<file path="config.mk">
export PLATFORM = sky130hd
export DESIGN_NAME = array_priority_queue_flat
export DESIGN_NICKNAME = d
export VERILOG_FILES = /design/src/sv/apq_pkg.sv /design/src/sv/apq_req_if.sv /design/src/sv/apq_rsp_if.sv /design/src/sv/array_priority_queue.sv /design/src/flat_wrapper.sv
export SDC_FILE = /design/constraint.sdc
export NUM_CORES = 1
export LEC_CHECK = 0
export ABC_AREA = 0
export BUFFER_PORTS_ARGS = -buffer_cell sky130_fd_sc_hd__buf_2
export CORE_MARGIN = 2
export CORE_UTILIZATION = 56
export DETAILED_ROUTE_END_ITERATION = 10
export HOLD_SLACK_MARGIN = 0.05
export PLACE_DENSITY = 0.84
export SYNTH_ARGS = -nofsm -noshare
export SYNTH_HDL_FRONTEND = slang
export SYNTH_SLANG_ARGS = --single-unit
</file>
<file path="constraint.sdc">
create_clock -name clk -period 4.1 [get_ports clk]
set_input_delay 0.41 -clock clk [delete_from_list [all_inputs] [get_ports clk]]
set_output_delay 0.41 -clock clk [all_outputs]
set_load 0.1 [all_outputs]
</file>
<file path="src/sv/apq_pkg.sv">
// Shared types, widths and codes for the array priority queue.
`timescale 1ns / 1ps

package apq_pkg;

    localparam int DEPTH_DEF = 16;
    localparam int TASK_W    = 32;
    localparam int PRIO_W    = 16;
    localparam int STATUS_W  = 2;

    typedef logic [TASK_W-1:0]   task_t;
    typedef logic [PRIO_W-1:0]   prio_t;
    typedef logic [STATUS_W-1:0] status_t;

    // Result status codes
    localparam status_t ST_DONE  = 2'd0;
    localparam status_t ST_FULL  = 2'd1;
    localparam status_t ST_EMPTY = 2'd2;

    // Operation codes
    localparam logic OP_INSERT = 1'b0;
    localparam logic OP_REMOVE = 1'b1;

endpackage

</file>
<file path="src/sv/apq_req_if.sv">
// Request channel: one queue operation per transaction.
`timescale 1ns / 1ps

interface apq_req_if;

    logic          valid;
    logic          ready;
    logic          op;
    apq_pkg::task_t task_id;
    apq_pkg::prio_t prio;

    modport source (output valid, output op, output task_id, output prio, input ready);
    modport sink   (input valid, input op, input task_id, input prio, output ready);

endinterface

</file>
<file path="src/sv/apq_rsp_if.sv">
// Response channel: status and queue head after each operation.
`timescale 1ns / 1ps

interface apq_rsp_if;

    logic             valid;
    logic             ready;
    apq_pkg::status_t status;
    logic             is_empty;
    logic             is_full;
    apq_pkg::task_t   head_task;
    apq_pkg::prio_t   head_prio;

    modport source (output valid, output status, output is_empty, output is_full,
                    output head_task, output head_prio, input ready);
    modport sink   (input valid, input status, input is_empty, input is_full,
                    input head_task, input head_prio, output ready);

endinterface

</file>
<file path="src/sv/array_priority_queue.sv">
// Bounded priority queue of tasks held unsorted in arrival order, one memory port walked per cycle.
// Usage: each request transaction carries one operation. An insert appends the task at the
// tail (status full and no change when the queue holds DEPTH tasks). A remove takes out the
// highest-priority task, the earliest among equal priorities, and closes the gap so arrival
// order is kept (status empty on an empty queue). Every request yields one response with the
// status, the empty/full flags and the head task and priority afterwards (zero when empty).
// Operation: the entries sit in a memory with one registered read port, so every pass over
// them reads the entries one by one in address order. An insert writes the task at the tail
// (when not full) and then makes one scan for the new head; a remove from a non-empty queue
// makes one scan to find the head, a shift of the tail down one place, and a second scan for
// the new head.
// The request side is ready only between operations; a finished response waits in an output
// register and does not hold off the next request. No clearing pass is needed after reset.
`timescale 1ns / 1ps

module array_priority_queue #(
    parameter int DEPTH = apq_pkg::DEPTH_DEF
) (
    input logic          clk,
    input logic          rst_n,
    apq_req_if.sink      req,
    apq_rsp_if.source    rsp
);

    import apq_pkg::*;

    localparam int ADDR_W = (DEPTH > 1) ? $clog2(DEPTH) : 1;
    localparam int CNT_W  = ADDR_W + 1;

    typedef enum logic [1:0] {
        IDLE,
        SCAN,
        SHIFT,
        DONE
    } state_t;

    // Entry store
    task_t mem_task [DEPTH];
    prio_t mem_prio [DEPTH];
    task_t rd_task_reg;
    prio_t rd_prio_reg;

    logic              wr_en;
    logic [ADDR_W-1:0] wr_addr;
    task_t             wr_task;
    prio_t             wr_prio;
    logic [ADDR_W-1:0] rd_addr;

    // Sequencer and datapath registers
    state_t            state_reg,     state_next;
    logic [CNT_W-1:0]  occ_reg,       occ_next;
    logic [CNT_W-1:0]  cnt_reg,       cnt_next;
    logic              rd_vld_reg,    rd_vld_next;
    logic [ADDR_W-1:0] rd_idx_reg,    rd_idx_next;
    logic              rm_pend_reg,   rm_pend_next;
    logic              found_reg,     found_next;
    logic [ADDR_W-1:0] best_idx_reg,  best_idx_next;
    task_t             best_task_reg, best_task_next;
    prio_t             best_prio_reg, best_prio_next;
    status_t           status_reg,    status_next;

    // Output register
    logic              out_valid_reg,  out_valid_next;
    status_t           out_status_reg, out_status_next;
    logic              out_empty_reg,  out_empty_next;
    logic              out_full_reg,   out_full_next;
    task_t             out_task_reg,   out_task_next;
    prio_t             out_prio_reg,   out_prio_next;

    logic pass_end;

    assign req.ready     = (state_reg == IDLE);
    assign rsp.valid     = out_valid_reg;
    assign rsp.status    = out_status_reg;
    assign rsp.is_empty  = out_empty_reg;
    assign rsp.is_full   = out_full_reg;
    assign rsp.head_task = out_task_reg;
    assign rsp.head_prio = out_prio_reg;

    // A pass over the store is over once every read is issued and returned
    assign pass_end = (cnt_reg >= occ_reg) && !rd_vld_reg;

    // Memory: one write port, one registered read port
    always_ff @(posedge clk)
    begin
        if (wr_en)
        begin
            mem_task[wr_addr] <= wr_task;
            mem_prio[wr_addr] <= wr_prio;
        end
        rd_task_reg <= mem_task[rd_addr];
        rd_prio_reg <= mem_prio[rd_addr];
    end

    // Sequencer next-state logic
    always_comb
    begin
        state_next      = state_reg;
        occ_next        = occ_reg;
        cnt_next        = cnt_reg;
        rd_vld_next     = 1'b0;
        rd_idx_next     = cnt_reg[ADDR_W-1:0];
        rm_pend_next    = rm_pend_reg;
        found_next      = found_reg;
        best_idx_next   = best_idx_reg;
        best_task_next  = best_task_reg;
        best_prio_next  = best_prio_reg;
        status_next     = status_reg;
        out_valid_next  = out_valid_reg && !rsp.ready;
        out_status_next = out_status_reg;
        out_empty_next  = out_empty_reg;
        out_full_next   = out_full_reg;
        out_task_next   = out_task_reg;
        out_prio_next   = out_prio_reg;
        rd_addr         = cnt_reg[ADDR_W-1:0];
        wr_en           = 1'b0;
        wr_addr         = rd_idx_reg - ADDR_W'(1);
        wr_task         = rd_task_reg;
        wr_prio         = rd_prio_reg;

        unique case (state_reg)
            IDLE:
            begin
                if (req.valid)
                begin
                    cnt_next       = '0;
                    found_next     = 1'b0;
                    best_task_next = '0;
                    best_prio_next = '0;
                    rm_pend_next   = 1'b0;
                    status_next    = ST_DONE;
                    state_next     = SCAN;
                    if (req.op == OP_INSERT)
                    begin
                        if (occ_reg == CNT_W'(DEPTH))
                        begin
                            status_next = ST_FULL;
                        end
                        else
                        begin
                            wr_en    = 1'b1;
                            wr_addr  = occ_reg[ADDR_W-1:0];
                            wr_task  = req.task_id;
                            wr_prio  = req.prio;
                            occ_next = occ_reg + CNT_W'(1);
                        end
                    end
                    else if (occ_reg == '0)
                    begin
                        status_next = ST_EMPTY;
                    end
                    else
                    begin
                        rm_pend_next = 1'b1;
                    end
                end
            end

            SCAN:
            begin
                // Issue one read per cycle, compare as data returns
                if (cnt_reg < occ_reg)
                begin
                    rd_vld_next = 1'b1;
                    cnt_next    = cnt_reg + CNT_W'(1);
                end
                if (rd_vld_reg && (!found_reg || (rd_prio_reg > best_prio_reg)))
                begin
                    found_next     = 1'b1;
                    best_idx_next  = rd_idx_reg;
                    best_task_next = rd_task_reg;
                    best_prio_next = rd_prio_reg;
                end
                if (pass_end)
                begin
                    if (rm_pend_reg)
                    begin
                        rm_pend_next = 1'b0;
                        cnt_next     = CNT_W'(best_idx_reg) + CNT_W'(1);
                        state_next   = SHIFT;
                    end
                    else
                    begin
                        state_next = DONE;
                    end
                end
            end

            SHIFT:
            begin
                // Read entry k, write it back at k-1
                if (cnt_reg < occ_reg)
                begin
                    rd_vld_next = 1'b1;
                    cnt_next    = cnt_reg + CNT_W'(1);
                end
                if (rd_vld_reg)
                begin
                    wr_en = 1'b1;
                end
                if (pass_end)
                begin
                    occ_next       = occ_reg - CNT_W'(1);
                    cnt_next       = '0;
                    found_next     = 1'b0;
                    best_task_next = '0;
                    best_prio_next = '0;
                    state_next     = SCAN;
                end
            end

            DONE:
            begin
                if (!out_valid_reg || rsp.ready)
                begin
                    out_valid_next  = 1'b1;
                    out_status_next = status_reg;
                    out_empty_next  = (occ_reg == '0);
                    out_full_next   = (occ_reg == CNT_W'(DEPTH));
                    out_task_next   = best_task_reg;
                    out_prio_next   = best_prio_reg;
                    state_next      = IDLE;
                end
            end

            default:
            begin
                state_next = IDLE;
            end
        endcase
    end

    // State and registered outputs
    always_ff @(posedge clk or negedge rst_n)
    begin
        if (!rst_n)
        begin
            state_reg      <= IDLE;
            occ_reg        <= '0;
            cnt_reg        <= '0;
            rd_vld_reg     <= 1'b0;
            rd_idx_reg     <= '0;
            rm_pend_reg    <= 1'b0;
            found_reg      <= 1'b0;
            best_idx_reg   <= '0;
            best_task_reg  <= '0;
            best_prio_reg  <= '0;
            status_reg     <= ST_DONE;
            out_valid_reg  <= 1'b0;
            out_status_reg <= ST_DONE;
            out_empty_reg  <= 1'b1;
            out_full_reg   <= 1'b0;
            out_task_reg   <= '0;
            out_prio_reg   <= '0;
        end
        else
        begin
            state_reg      <= state_next;
            occ_reg        <= occ_next;
            cnt_reg        <= cnt_next;
            rd_vld_reg     <= rd_vld_next;
            rd_idx_reg     <= rd_idx_next;
            rm_pend_reg    <= rm_pend_next;
            found_reg      <= found_next;
            best_idx_reg   <= best_idx_next;
            best_task_reg  <= best_task_next;
            best_prio_reg  <= best_prio_next;
            status_reg     <= status_next;
            out_valid_reg  <= out_valid_next;
            out_status_reg <= out_status_next;
            out_empty_reg  <= out_empty_next;
            out_full_reg   <= out_full_next;
            out_task_reg   <= out_task_next;
            out_prio_reg   <= out_prio_next;
        end
    end

endmodule

</file>
<file path="src/flat_wrapper.sv">
// flat-port wrapper written by rule: the top's interface ports become plain ports
module array_priority_queue_flat import apq_pkg::*;
#(
    parameter int DEPTH = apq_pkg::DEPTH_DEF
)
  (clk, rst_n, req_valid, req_op, req_task_id, req_prio, req_ready, rsp_valid, rsp_status, rsp_is_empty, rsp_is_full, rsp_head_task, rsp_head_prio, rsp_ready);
  apq_req_if req_i ();
  apq_rsp_if rsp_i ();
  input logic clk;
  input logic rst_n;
  input wire logic [$bits(req_i.valid)-1:0] req_valid;
  input wire logic [$bits(req_i.op)-1:0] req_op;
  input wire logic [$bits(req_i.task_id)-1:0] req_task_id;
  input wire logic [$bits(req_i.prio)-1:0] req_prio;
  output wire logic [$bits(req_i.ready)-1:0] req_ready;
  output wire logic [$bits(rsp_i.valid)-1:0] rsp_valid;
  output wire logic [$bits(rsp_i.status)-1:0] rsp_status;
  output wire logic [$bits(rsp_i.is_empty)-1:0] rsp_is_empty;
  output wire logic [$bits(rsp_i.is_full)-1:0] rsp_is_full;
  output wire logic [$bits(rsp_i.head_task)-1:0] rsp_head_task;
  output wire logic [$bits(rsp_i.head_prio)-1:0] rsp_head_prio;
  input wire logic [$bits(rsp_i.ready)-1:0] rsp_ready;
  assign req_i.valid = req_valid;
  assign req_i.op = req_op;
  assign req_i.task_id = req_task_id;
  assign req_i.prio = req_prio;
  assign req_ready = req_i.ready;
  assign rsp_valid = rsp_i.valid;
  assign rsp_status = rsp_i.status;
  assign rsp_is_empty = rsp_i.is_empty;
  assign rsp_is_full = rsp_i.is_full;
  assign rsp_head_task = rsp_i.head_task;
  assign rsp_head_prio = rsp_i.head_prio;
  assign rsp_i.ready = rsp_ready;
  array_priority_queue #(.DEPTH(DEPTH)) u_core (.clk(clk), .rst_n(rst_n), .req(req_i), .rsp(rsp_i));
endmodule
</file>
## Word-level counts from Yosys, hierarchy flattened

Memories as Yosys holds them, arrays and structs flattened. A register that Yosys moved wholly into a read port is not among the register bits.
Cells that the tools add are included.

- Memories kept: 2
- Register bits after elaboration: 126
- Bits in writable memories: 768
- Output and inout port bits: 54

Memory list:

| memory | depth | width | read ports | clocked after Yosys merged registers in | wr ports | line | text |
|---|---|---|---|---|---|---|---|
| u_core.mem_task | 16 | 32 | 1 | 1 | 1 | array_priority_queue.sv:38 | `task_t mem_task [DEPTH];` |
| u_core.mem_prio | 16 | 16 | 1 | 1 | 1 | array_priority_queue.sv:39 | `prio_t mem_prio [DEPTH];` |

- Add/sub/neg operators: 5
- Eq/ne operators: 11
- Reductions and logical operators: 23
- Multiplexer cells: 59
- Order comparisons: 3

Operators by type and width:

| kind | number |
|---|---|
| $mux 32 | 7 |
| $mux 16 | 7 |
| $pmux 32 s3 | 1 |
| $pmux 16 s3 | 1 |
| $mux 5 | 9 |
| $mux 1 | 18 |
| $gt 16x16->1 | 1 |
| $mux 4 | 4 |
| $pmux 5 s3 | 1 |
| $mux 2 | 6 |
| $add 5x1->5 const B | 2 |
| $pmux 5 s2 | 1 |
| $ne 2x1->1 const B | 4 |
| $pmux 2 s4 | 1 |
| $reduce_and 2->1 | 4 |
| $reduce_and 4->1 | 2 |
| $ne 2x2->1 const B | 3 |
| $add 4x1->5 const B | 1 |
| $eq 5x5->1 const B | 1 |
| $ge 5x5->1 | 1 |
| $logic_not 5->1 | 1 |
| $lt 5x5->1 | 1 |
| $reduce_and 5->1 | 1 |
| $sub 5x1->5 const B | 1 |
| other kinds (13) | 22 |

## Longest topological paths before layout

Gate-level depths: netlist of the first run.

- Depth in word-level cells: 7
- Mapped depth: 13
- Gate-level depth less buffers: 10

## Least setup slack after synthesis of the first run

OpenSTA, ideal clock, no wires.

- Path kind: flip-flop to flip-flop
- From: reg u_core.state_reg[0]
- To: mem u_core.mem_prio[10][0] (netlist bit), enable pin
- Buffers on the path: 1
- Path slack: -892 ps
- Stages on the path, launching flop included: 9
- Library setup time: 454 ps
- Period minus slack after synthesis: 4992 ps
- Arrival time: 4538 ps
- Cells stage by stage: dfrtp_1 > inv_1 > ha_1 > nand3b_1 > a21oi_1 > clkbuf_1 > o21a_1 > nand2_1 > nor2_1

- Longest elaborated chain between the ends: 4

Ends and longest elaborated chain:

| item | line | text |
|---|---|---|
| start, declared | array_priority_queue.sv:50 | `state_t state_reg, state_next;` |
| start signal, assigned | array_priority_queue.sv:258 | `state_reg <= state_next;` |
| $logic_not 2->1 (*) | -- |  |
| named net req_ready | flat_wrapper.sv:15 | `output wire logic [$bits(req_i.ready)-1:0] req_ready;` |
| $pmux 1 s2 | array_priority_queue.sv:121 | `unique case (state_reg)` |
| $mux 1 | array_priority_queue.sv:86 | `if (wr_en)` |
| $mux 1 (not written as such) | array_priority_queue.sv:89 | `mem_prio[wr_addr] <= wr_prio;` |
| end, declared | array_priority_queue.sv:39 |  |

Mark *: on every way through the listed nets, which the timed path passes. The rest lies on a longest branch.

## Final worst setup path of the first run

- From: reg u_core.state_reg[0]
- To: mem u_core.mem_task[2][17] (netlist bit), enable pin

- Longest elaborated chain between the ends: 4

Ends and longest elaborated chain:

| item | line | text |
|---|---|---|
| $eq 2x2->1 / $logic_not 2->1 (equally long branches) | array_priority_queue.sv:121 |  |
| $pmux 1 s2 | array_priority_queue.sv:121 |  |
| $mux 1 | array_priority_queue.sv:86 |  |
| $mux 1 (not written as such) | array_priority_queue.sv:88 | `mem_task[wr_addr] <= wr_task;` |
| end, declared | array_priority_queue.sv:38 |  |

Parallel ways exist; a longest one is shown, timed or not.

==> impl_metrics.csv, run 1 <==
group,metric,value,unit
worst_setup_path,startpoint_type,"register",
pwr,leakagePower,14.16,nW
floorplan,core,0.06331,mm²
timing,fin_crit_sh,91.27,%
final_layout,fin_nets,2010,
timing,max_clock_freq,267.2,MHz
cts,htree_levels,3,
yosys,synthTopCellsByArea,"edfxtp_1, mux4_2, dfrtp_1",
cts,postCtsHoldBufs,1,
floorplan,die_area,0.06632,mm²
worst_setup_path,ff2ff_path_depth,7,
timing,slew_headroom,22.85,%
yosys,synthCells,1766,
cts,cts.sinks,942,
min_path,hold_path_class,"in -> reg",
floorplan,die_h,257.5,µm
job,cap_violations,0,
timing,worst_pin_slew,1.152,ns
timing,hold_violations,0,
yosys,synth_nets,1852,
cts,cts_root_buf,"clkbuf_16",
yosys,syn-cell-area,0.03600,mm²
final_layout,layout.cells.non_filler,2848,
placement,portBuffers,106,
yosys,ys_types,52,
route,avgRoutedWirePerCell,31.08,µm
yosys,synth_seq_cells,942,
global_routing,grtUsageTotal,27.11,%
global_routing,grt_max_degree,122,
final_layout,n_antenna_cell,0,
timing,fin_ws,0.3580,ns
cts,post_cts_buffers,0,
placement,post-place-ws,0.5174,ns
timing,drv_slew,0,
timing,final.setup_skew,0.02111,ns
route,vias,18790,
floorplan,start_util,56.86,%
final_layout,fin_util,64.90,%
pwr,power_density,732.6,mW/mm²
floorplan,die_w,257.5,µm
yosys,yosys_warnings,0,
cts,cts_tree,"built",
placement,dp.cells,2677,
yosys,synth_flop_cell,"edfxtp_1",
final_layout,drive_above_1_share,29.97,%
route,postRouteWirelength,88520,µm
run_status,status,"finished clean",
cts,cts_inserted_buffers,90,
yosys,yosysTopAreaCell,"edfxtp_1",
global_routing,grt-ovfl-total,0,
route,drt_iter0_drc,2335,
yosys,ys_seq_area_share,75.50,%
final_layout,mostFrequentLayoutCells,"edfxtp_1, mux4_2, nand2_1",
cts,clk_latency,0.65,ns
yosys,synth_top_area_share,64.07,%
placement,hpwl,45360,µm
final_layout,final_common_cell,"edfxtp_1",
final_layout,register_area,0.02719,mm²
yosys,synth_area_per_cell,20.38,µm²
worst_setup_path,crit_arrival,4.08,ns
cts,cts_buffer_depth,3,
worst_setup_path,end_kind,"register",
floorplan,num_rows,92,
yosys,synth_edf_count,768,
final_layout,largest_reg_flops,512,
worst_setup_path,crit_type,"reg -> reg",
global_routing,grt_pass1_vias,19520,
route,first_pass_iters,5,
worst_setup_path,required,4.44,ns
final_layout,reg_top3,"u_core.mem_task x512, u_core.mem_prio x256",
route,ant_nets,0,
global_routing,grt_pass1_wl,130700,µm
route,viasPerCell,6.598,
route,drc,0,
final_layout,multi_input_area,0.008453,mm²
cts,path_clk_slew,0.06,ns
min_path,min_path_cells,4,
timing,fin_tns_setup,0,ns
final_layout,top_register,"u_core.mem_task",
timing,setup_viol,0,
timing,period_needed,3.742,ns
pwr,ir_drop,0.0005178,V
floorplan,io_pins,107,
global_routing,antenna_found_initial,2,
final_layout,fillers,3910,
timing,rsz0062_at_grt,"false",
final_layout,areaGrowthSynthToFinish,14.14,%
placement,gp_congestion,0.8114,
cts,cts_resized,0,
worst_setup_path,cp_max_fo,30,
yosys,synth-async-reset-ratio,13.38,%
-- Yosys cell counts, types with 4 or more instances --
master,n
dfrtp_1,125
xnor2_1,6
nand3_1,4
buf_1,12
nand4_1,7
mux2_2,38
a21o_1,4
nor3_1,5
a21oi_1,19
clkbuf_1,46
a22o_1,48
ha_1,32
buf_2,21
a31oi_1,4
mux4_2,240
inv_1,35
nor2_1,26
o21ai_0,33
nand2_1,190
edfxtp_1,768
dfxtp_1,48
-- worst paths after layout --
check / from / endpoint / slack (ns)
max reg2reg: u_core.state_reg[0] / u_core.mem_task[2][17] / 0.36
min: req_valid / u_core.status_reg[1] / 0.12
max: u_core.state_reg[0] / u_core.mem_task[2][17] / 0.36
min reg2reg: u_core.rsp.is_empty / u_core.rsp.is_empty / 0.48
min in group asynchronous: rst_n / u_core.best_prio_reg[9] / 0.33
max in group asynchronous: rst_n / u_core.best_task_reg[17] / 2.80
-- metrics by stage --
stage	hold WS [ns]	total power, mW	cell area [µm²]
final	0.1249	30.10	41090
after global routing	0.1124	31.07	41090
after CTS	0.09259	30.14	41090
after detailed placement	0.4541	21.15	37910
after global placement	0.4419	20.72	37910
after floorplan	0.1144	18.87	36060
-- worst max-delay path: stages (launching register included) --
cell      delay [ns]
dfrtp_1         0.43
inv_1           0.11
ha_1            0.32
nand3b_1        0.23
a21oi_4         0.74
a31oi_1         0.57
nor2_4          0.74
buf_12          0.27
-- cell families (layout without fill, tap and decap cells) --
family / after synthesis / in the layout / share of synthesized area (%)
mux: 280 / 280 / 16.26
xor+xnor: 9 / 9 / 0.2190
flops: 942 / 942 / 75.50
buf+inv: 121 / 357 / 1.429
compound gates: 129 / 129 / 2.513
simple gates: 252 / 252 / 2.913
fa+ha+maj: 33 / 33 / 1.168
-- cell type report --
type	instances	share of cell area (%)
tap	846	2.576
sequential	942	66.17
inverter	36	0.3319
timing repair buffer	151	2.652
multi-input combinational	703	20.57
clock buffer	116	5.990
clock inverter	54	1.711
-- power breakdown --
part	leakage, nW	internal (mW)	switching [mW]	total (mW)
logic	3.61	2.64	5.53	8.17
registers	9.01	12.4	0.648	13.0
clock network	1.54	5.23	3.67	8.89
-- metal layers --
layer | wire, µm | global-route usage [%]
met5 | 0 | 0
met4 | 3990 | 12.30
met3 | 7977 | 4.643
met2 | 44440 | 44.21
met1 | 32110 | 36.42
Power figures use the tool's default switching activity.
==> run 2, diff against run 1 <==
--- a/config.mk
+++ b/config.mk
@@ -11,7 +11,7 @@
 export CORE_UTILIZATION = 56
 export DETAILED_ROUTE_END_ITERATION = 10
 export HOLD_SLACK_MARGIN = 0.05
-export PLACE_DENSITY = 0.84
+export PLACE_DENSITY = 0.76
 export SYNTH_ARGS = -nofsm -noshare
 export SYNTH_HDL_FRONTEND = slang
 export SYNTH_SLANG_ARGS = --single-unit
==> run 2 against run 1 <==
- hold slack gained 0.0032 ns
- register-to-register slack gained 0.09 ns
- critical path depth grew 2
- setup slack gained 0.086 ns
- first-iteration DRC count shrank 9.9%
- sequential cell count is the same
- power shrank 2.3%
- sequential power is essentially flat
- global-route usage shrank 2.4 points
- wire length shrank 9.6%
- critical path type unchanged
- largest cell class unchanged
- largest power group unchanged
==> impl_metrics.csv, run 2 (same netlist as run 1, synthesis figures left out) <==
group,metric,value,unit
floorplan,die_w,257.5,µm
worst_setup_path,crit_slowest_cell,"a21oi_4",
timing,max_clock_freq,273.5,MHz
min_path,hold_path_end,"u_core.status_reg[1]",
route,postRouteWirelength,80010,µm
final_layout,largest_reg_flops,512,
worst_setup_path,path_cells,"inv_1 -> ha_1 -> nand3b_1 -> a21oi_4 -> nand2_1 -> o21ai_0 -> nand2_1 -> nor2_4 -> buf_12",
worst_setup_path,crit_top_cell,"nand2_1",
worst_setup_path,crit_arrival,3.99,ns
cts,cts_root_buf,"clkbuf_16",
cts,cts.sinks,942,
pwr,power_density,718.4,mW/mm²
placement,gp_congestion,0.8434,
min_path,hp-start,"req_valid",
pwr,p_total,29.41,mW
worst_setup_path,ff2ff_path_depth,9,
global_routing,grt-ovfl-total,0,
floorplan,start_util,56.86,%
worst_setup_path,cp_max_fo,25,
job,cap_violations,0,
worst_setup_path,crit_family,"simple AND/OR/NAND/NOR gates",
min_path,min_path_cells,4,
worst_setup_path,path_buf_inv,2,
final_layout,reg_top3,"u_core.mem_task x512, u_core.mem_prio x256",
cts,post_cts_buffers,0,
cts,cts_tree,"built",
placement,portBuffers,106,
timing,worst_pin_slew,1.023,ns
route,viasPerCell,6.250,
floorplan,die_area,0.06632,mm²
cts,cts_buffer_depth,3,
global_routing,grt_max_degree,154,
timing,hold_violations,0,
timing,final.setup_skew,0.01617,ns
worst_setup_path,max_stage_delay,0.68,ns
cts,cts_inserted_buffers,90,
cts,cts_resized,0,
timing,slew_headroom,31.47,%
timing,period_needed,3.656,ns
floorplan,die_h,257.5,µm
global_routing,grt_pass1_wl,120100,µm
timing,hold_ws,0.1281,ns
floorplan,core,0.06331,mm²
pwr,ir_drop,0.0004739,V
final_layout,fin_util,64.65,%
pwr,leakagePower,14.10,nW
worst_setup_path,crit_type,"reg -> reg",
final_layout,fin_nets,2016,
timing,setup_viol,0,
cts,path_clk_slew,0.06,ns
route,vias,17830,
route,drc,0,
final_layout,final_common_cell,"edfxtp_1",
worst_setup_path,startpoint_type,"register",
route,first_pass_iters,5,
floorplan,num_rows,92,
placement,hpwl,42590,µm
cts,postCtsHoldBufs,1,
route,drt_iter0_drc,2104,
worst_setup_path,r2r_start,"u_core.state_reg[0]",
final_layout,layout.cells.non_filler,2853,
floorplan,io_pins,107,
worst_setup_path,required,4.43,ns
timing,fin_crit_sh,89.18,%
run_status,status,"finished clean",
global_routing,grt_pass1_vias,18740,
final_layout,n_antenna_cell,0,
worst_setup_path,rrSetupSlack,0.44,ns
final_layout,mostFrequentLayoutCells,"edfxtp_1, mux4_2, nand2_1",
worst_setup_path,regToRegEndpoint,"u_core.mem_task[12][5]",
route,avgRoutedWirePerCell,28.05,µm
final_layout,fillers,4123,
cts,htree_levels,3,
placement,dp.cells,2683,
route,ant_nets,0,
timing,drv_slew,0,
min_path,hold_path_class,"in -> reg",
worst_setup_path,end_kind,"register",
global_routing,antenna_found_initial,0,
global_routing,grtUsageTotal,24.75,%
timing,rsz0062_at_grt,"false",
final_layout,top_register,"u_core.mem_task",
final_layout,areaGrowthSynthToFinish,13.71,%
final_layout,drive_above_1_share,29.50,%
cts,clk_latency,0.64,ns
[run 2: cell types whose count changed in the layout (fill, tap and decap cells not counted), moves of 2 or more]
cell	change
clkinv_1	-3
clkbuf_16	+5
bufinv_16	-7
clkinvlp_4	-2
buf_4	+11
inv_6	-5
clkinv_4	-2
clkbuf_1	+16
clkinv_2	-2
buf_12	-5
[run 2: final cells by class]
cell class | count | area, µm² | share of cell area, %
multi-input cells | 703 | 8453 | 20.65
clock inverters | 31 | 364.1 | 0.8896
well taps | 846 | 1059 | 2.586
clock buffers | 138 | 2660 | 6.499
inverters | 36 | 136.4 | 0.3332
flip-flops and latches | 942 | 27190 | 66.42
repair buffers | 157 | 1072 | 2.620
[run 2: layer usage]
metal	global-route usage, %	vias up	wire, µm
met5	0	-	0
met4	8.253	0	2062
met3	4.417	129	6560
met2	40.22	884	39990
met1	34.60	9364	31410
li1	-	7453	-
[run 2: worst max-delay path by stage]
| stage | from | end | slack [ns] | depth (start not counted) |
|---|---|---|---|---|
| after detailed placement | u_core.state_reg[0] | u_core.mem_task[12][6] | 0.50 | 9 |
| after global routing | u_core.state_reg[0] | u_core.mem_task[12][5] | 0.27 | 9 |
| after global placement | u_core.state_reg[0] | u_core.mem_task[12][6] | 0.73 | 9 |
| after CTS | u_core.state_reg[0] | u_core.mem_task[12][5] | 0.44 | 9 |
| after floorplan | u_core.state_reg[0] | u_core.mem_prio[10][0] | -0.14 | 8 |
| final | u_core.state_reg[0] | u_core.mem_task[12][5] | 0.44 | 9 |
[run 2: worst reg2reg max path, cell delays in order (launching register included)]
cell	delay (ns)
dfrtp_1	0.43
inv_1	0.11
ha_1	0.31
nand3b_1	0.29
a21oi_4	0.68
nand2_1	0.15
o21ai_0	0.20
nand2_1	0.35
nor2_4	0.55
buf_12	0.28
[run 2: per-stage QoR]
stage | instance area [µm²] | TNS [ns] | worst slack [ns]
floorplan | 36060 | -74.17 | -0.1360
global placement | 37900 | 0 | 0.7322
detailed placement | 37900 | 0 | 0.4956
CTS | 40930 | 0 | 0.4383
global route | 40930 | 0 | 0.2698
finish | 40930 | 0 | 0.4436
[run 2: where the power goes]
group / switching, mW / total [mW] / internal [mW]
logic: 5.44 / 8.08 / 2.64
registers: 0.517 / 12.9 / 12.4
clock network: 3.44 / 8.42 / 4.98
total: 9.40 / 29.4 / 20.0
==> run 3, diff against run 2 <==
--- a/config.mk
+++ b/config.mk
@@ -8,10 +8,10 @@
 export ABC_AREA = 0
 export BUFFER_PORTS_ARGS = -buffer_cell sky130_fd_sc_hd__buf_2
 export CORE_MARGIN = 2
-export CORE_UTILIZATION = 56
+export CORE_UTILIZATION = 62
 export DETAILED_ROUTE_END_ITERATION = 10
 export HOLD_SLACK_MARGIN = 0.05
-export PLACE_DENSITY = 0.76
+export PLACE_DENSITY = 0.79
 export SYNTH_ARGS = -nofsm -noshare
 export SYNTH_HDL_FRONTEND = slang
 export SYNTH_SLANG_ARGS = --single-unit
==> constraint.sdc (replaced) <==
create_clock -name clk -period 3.45 [get_ports clk]
set_input_delay 0.345 -clock clk [delete_from_list [all_inputs] [get_ports clk]]
set_output_delay 0.345 -clock clk [all_outputs]
set_load 0.1 [all_outputs]
==> run 3 against run 2 <==
- sequential cell count is the same
- power grew 20%
- clock skew grew 0.014 ns
- clock power grew 20%
- design area grew 0.36%
- highest routed layer is now met5
- critical path type unchanged
==> impl_metrics.csv, run 3 (same netlist as run 1, synthesis figures left out) <==
group,metric,value,unit
min_path,hold_path_end,"u_core.status_reg[0]",
final_layout,fin_util,71.33,%
worst_setup_path,regToRegEndpoint,"u_core.mem_task[11][19]",
timing,fin_ws,0.3208,ns
final_layout,areaGrowthSynthToFinish,14.12,%
pwr,power_density,857.3,mW/mm²
worst_setup_path,required,3.77,ns
timing,final.setup_skew,0.03003,ns
cts,post_cts_buffers,0,
min_path,hp-start,"req_valid",
worst_setup_path,startpoint_type,"register",
final_layout,mostFrequentLayoutCells,"edfxtp_1, mux4_2, nand2_1",
route,drc,0,
placement,post-place-ws,0.2144,ns
global_routing,grt_pass1_vias,19220,
cts,cts_resized,0,
route,vias,18300,
timing,rsz0062_at_grt,"false",
final_layout,final_common_cell,"edfxtp_1",
final_layout,drive_above_1_share,30.38,%
placement,gp_congestion,0.8233,
final_layout,reg_top3,"u_core.mem_task x512, u_core.mem_prio x256",
timing,hold_ws,0.09132,ns
timing,max_clock_freq,319.6,MHz
worst_setup_path,ff2ff_path_depth,6,
timing,fin_crit_sh,90.70,%
global_routing,grt_pass1_wl,123900,µm
cts,clk_latency,0.64,ns
global_routing,grt_max_degree,143,
worst_setup_path,crit_family,"simple AND/OR/NAND/NOR gates",
route,drt_iter0_drc,2042,
placement,portBuffers,106,
floorplan,num_rows,88,
global_routing,antenna_found_initial,1,
worst_setup_path,end_kind,"register",
run_status,status,"finished clean",
floorplan,core,0.05759,mm²
worst_setup_path,max_stage_delay,0.66,ns
route,avgRoutedWirePerCell,29.96,µm
min_path,min_path_cells,4,
timing,period_needed,3.129,ns
timing,fin_tns_setup,0,ns
pwr,ir_drop,0.0008235,V
worst_setup_path,cp_max_fo,19,
route,first_pass_iters,6,
timing,hold_violations,0,
floorplan,die_area,0.06000,mm²
worst_setup_path,crit_type,"reg -> reg",
cts,htree_levels,3,
timing,slew_headroom,24.35,%
floorplan,die_h,245.0,µm
placement,hpwl,43000,µm
global_routing,grtUsageTotal,28.68,%
cts,cts_tree,"built",
cts,path_clk_slew,0.06,ns
final_layout,top_register,"u_core.mem_task",
global_routing,grt-ovfl-total,0,
cts,cts_buffer_depth,3,
worst_setup_path,r2r_start,"u_core.occ_reg[1]",
floorplan,die_w,245.0,µm
job,cap_violations,0,
cts,cts_root_buf,"clkbuf_16",
timing,drv_slew,0,
final_layout,n_antenna_cell,0,
pwr,leakagePower,14.21,nW
worst_setup_path,crit_slowest_cell,"nor4_2",
pwr,p_total,35.22,mW
worst_setup_path,path_cells,"nor4_2 -> a21oi_4 -> a21boi_0 -> nand2_1 -> nor2_4 -> buf_12",
worst_setup_path,crit_arrival,3.45,ns
worst_setup_path,path_buf_inv,1,
timing,worst_pin_slew,1.130,ns
cts,cts.sinks,942,
route,viasPerCell,6.575,
floorplan,start_util,62.51,%
cts,cts_inserted_buffers,91,
min_path,hold_path_class,"in -> reg",
route,ant_nets,0,
final_layout,largest_reg_flops,512,
worst_setup_path,rrSetupSlack,0.32,ns
floorplan,io_pins,107,
route,postRouteWirelength,83390,µm
timing,setup_viol,0,
final_layout,fin_nets,2025,
-- run 3: worst max-delay path by stage --
stage / startpoint / to / slack (ns) / cells after the start
floorplan: u_core.state_reg[0] / u_core.mem_prio[0][0] / 0.19 / 8
global placement: u_core.state_reg[0] / u_core.mem_task[10][11] / 0.56 / 9
detailed placement: u_core.occ_reg[1] / u_core.mem_prio[2][0] / 0.21 / 4
CTS: u_core.occ_reg[1] / u_core.mem_prio[13][0] / 0.21 / 4
global route: u_core.state_reg[0] / u_core.mem_task[10][19] / 0.17 / 9
finish: u_core.occ_reg[1] / u_core.mem_task[11][19] / 0.32 / 6
-- run 3: repair_timing --
| item | CTS | global route |
|---|---|---|
| hold buffers | 4 | 0 |
| setup endpoints to repair | 0 | 0 |
| endpoints found under the hold margin | 62 | 0 |
-- run 3: layer usage --
metal	share of wire, %	routed length [µm]	up-vias	global-route usage (%)
met5	0.016	13	-	0
met4	3.0	2497	2	10.47
met3	9.0	7519	179	5.587
met2	51	42190	1136	47.27
met1	37	31170	9524	38.84
li1	-	-	7458	-
-- run 3: worst reg2reg max path, cell delays in order, from the launching register on --
cell      delay [ns]
dfrtp_1         0.47
nor4_2          0.66
a21oi_4         0.23
a21boi_0        0.36
nand2_1         0.33
nor2_4          0.48
buf_12          0.26
-- run 3: stage by stage --
step	instance area (µm²)	cells
after floorplan	36130	1766
after global placement	38000	2607
after detailed placement	38000	2607
after CTS	41080	2783
after global routing	41080	2783
final	41080	2783
-- run 3: layout make-up --
class | instances | area [µm²]
well taps | 765 | 957.2
flip-flops and latches | 942 | 27190
multi-input cells | 703 | 8466
clock buffers | 122 | 2526
inverters | 36 | 136.4
clock inverters | 50 | 516.7
repair buffers | 165 | 1290
fillers | 3222 | 16510
-- run 3: power breakdown --
| part | internal [mW] | switching [mW] | total [mW] |
|---|---|---|---|
| registers | 14.7 | 0.630 | 15.4 |
| clock network | 5.85 | 4.23 | 10.1 |
| logic | 3.22 | 6.56 | 9.78 |
| total | 23.8 | 11.4 | 35.2 |
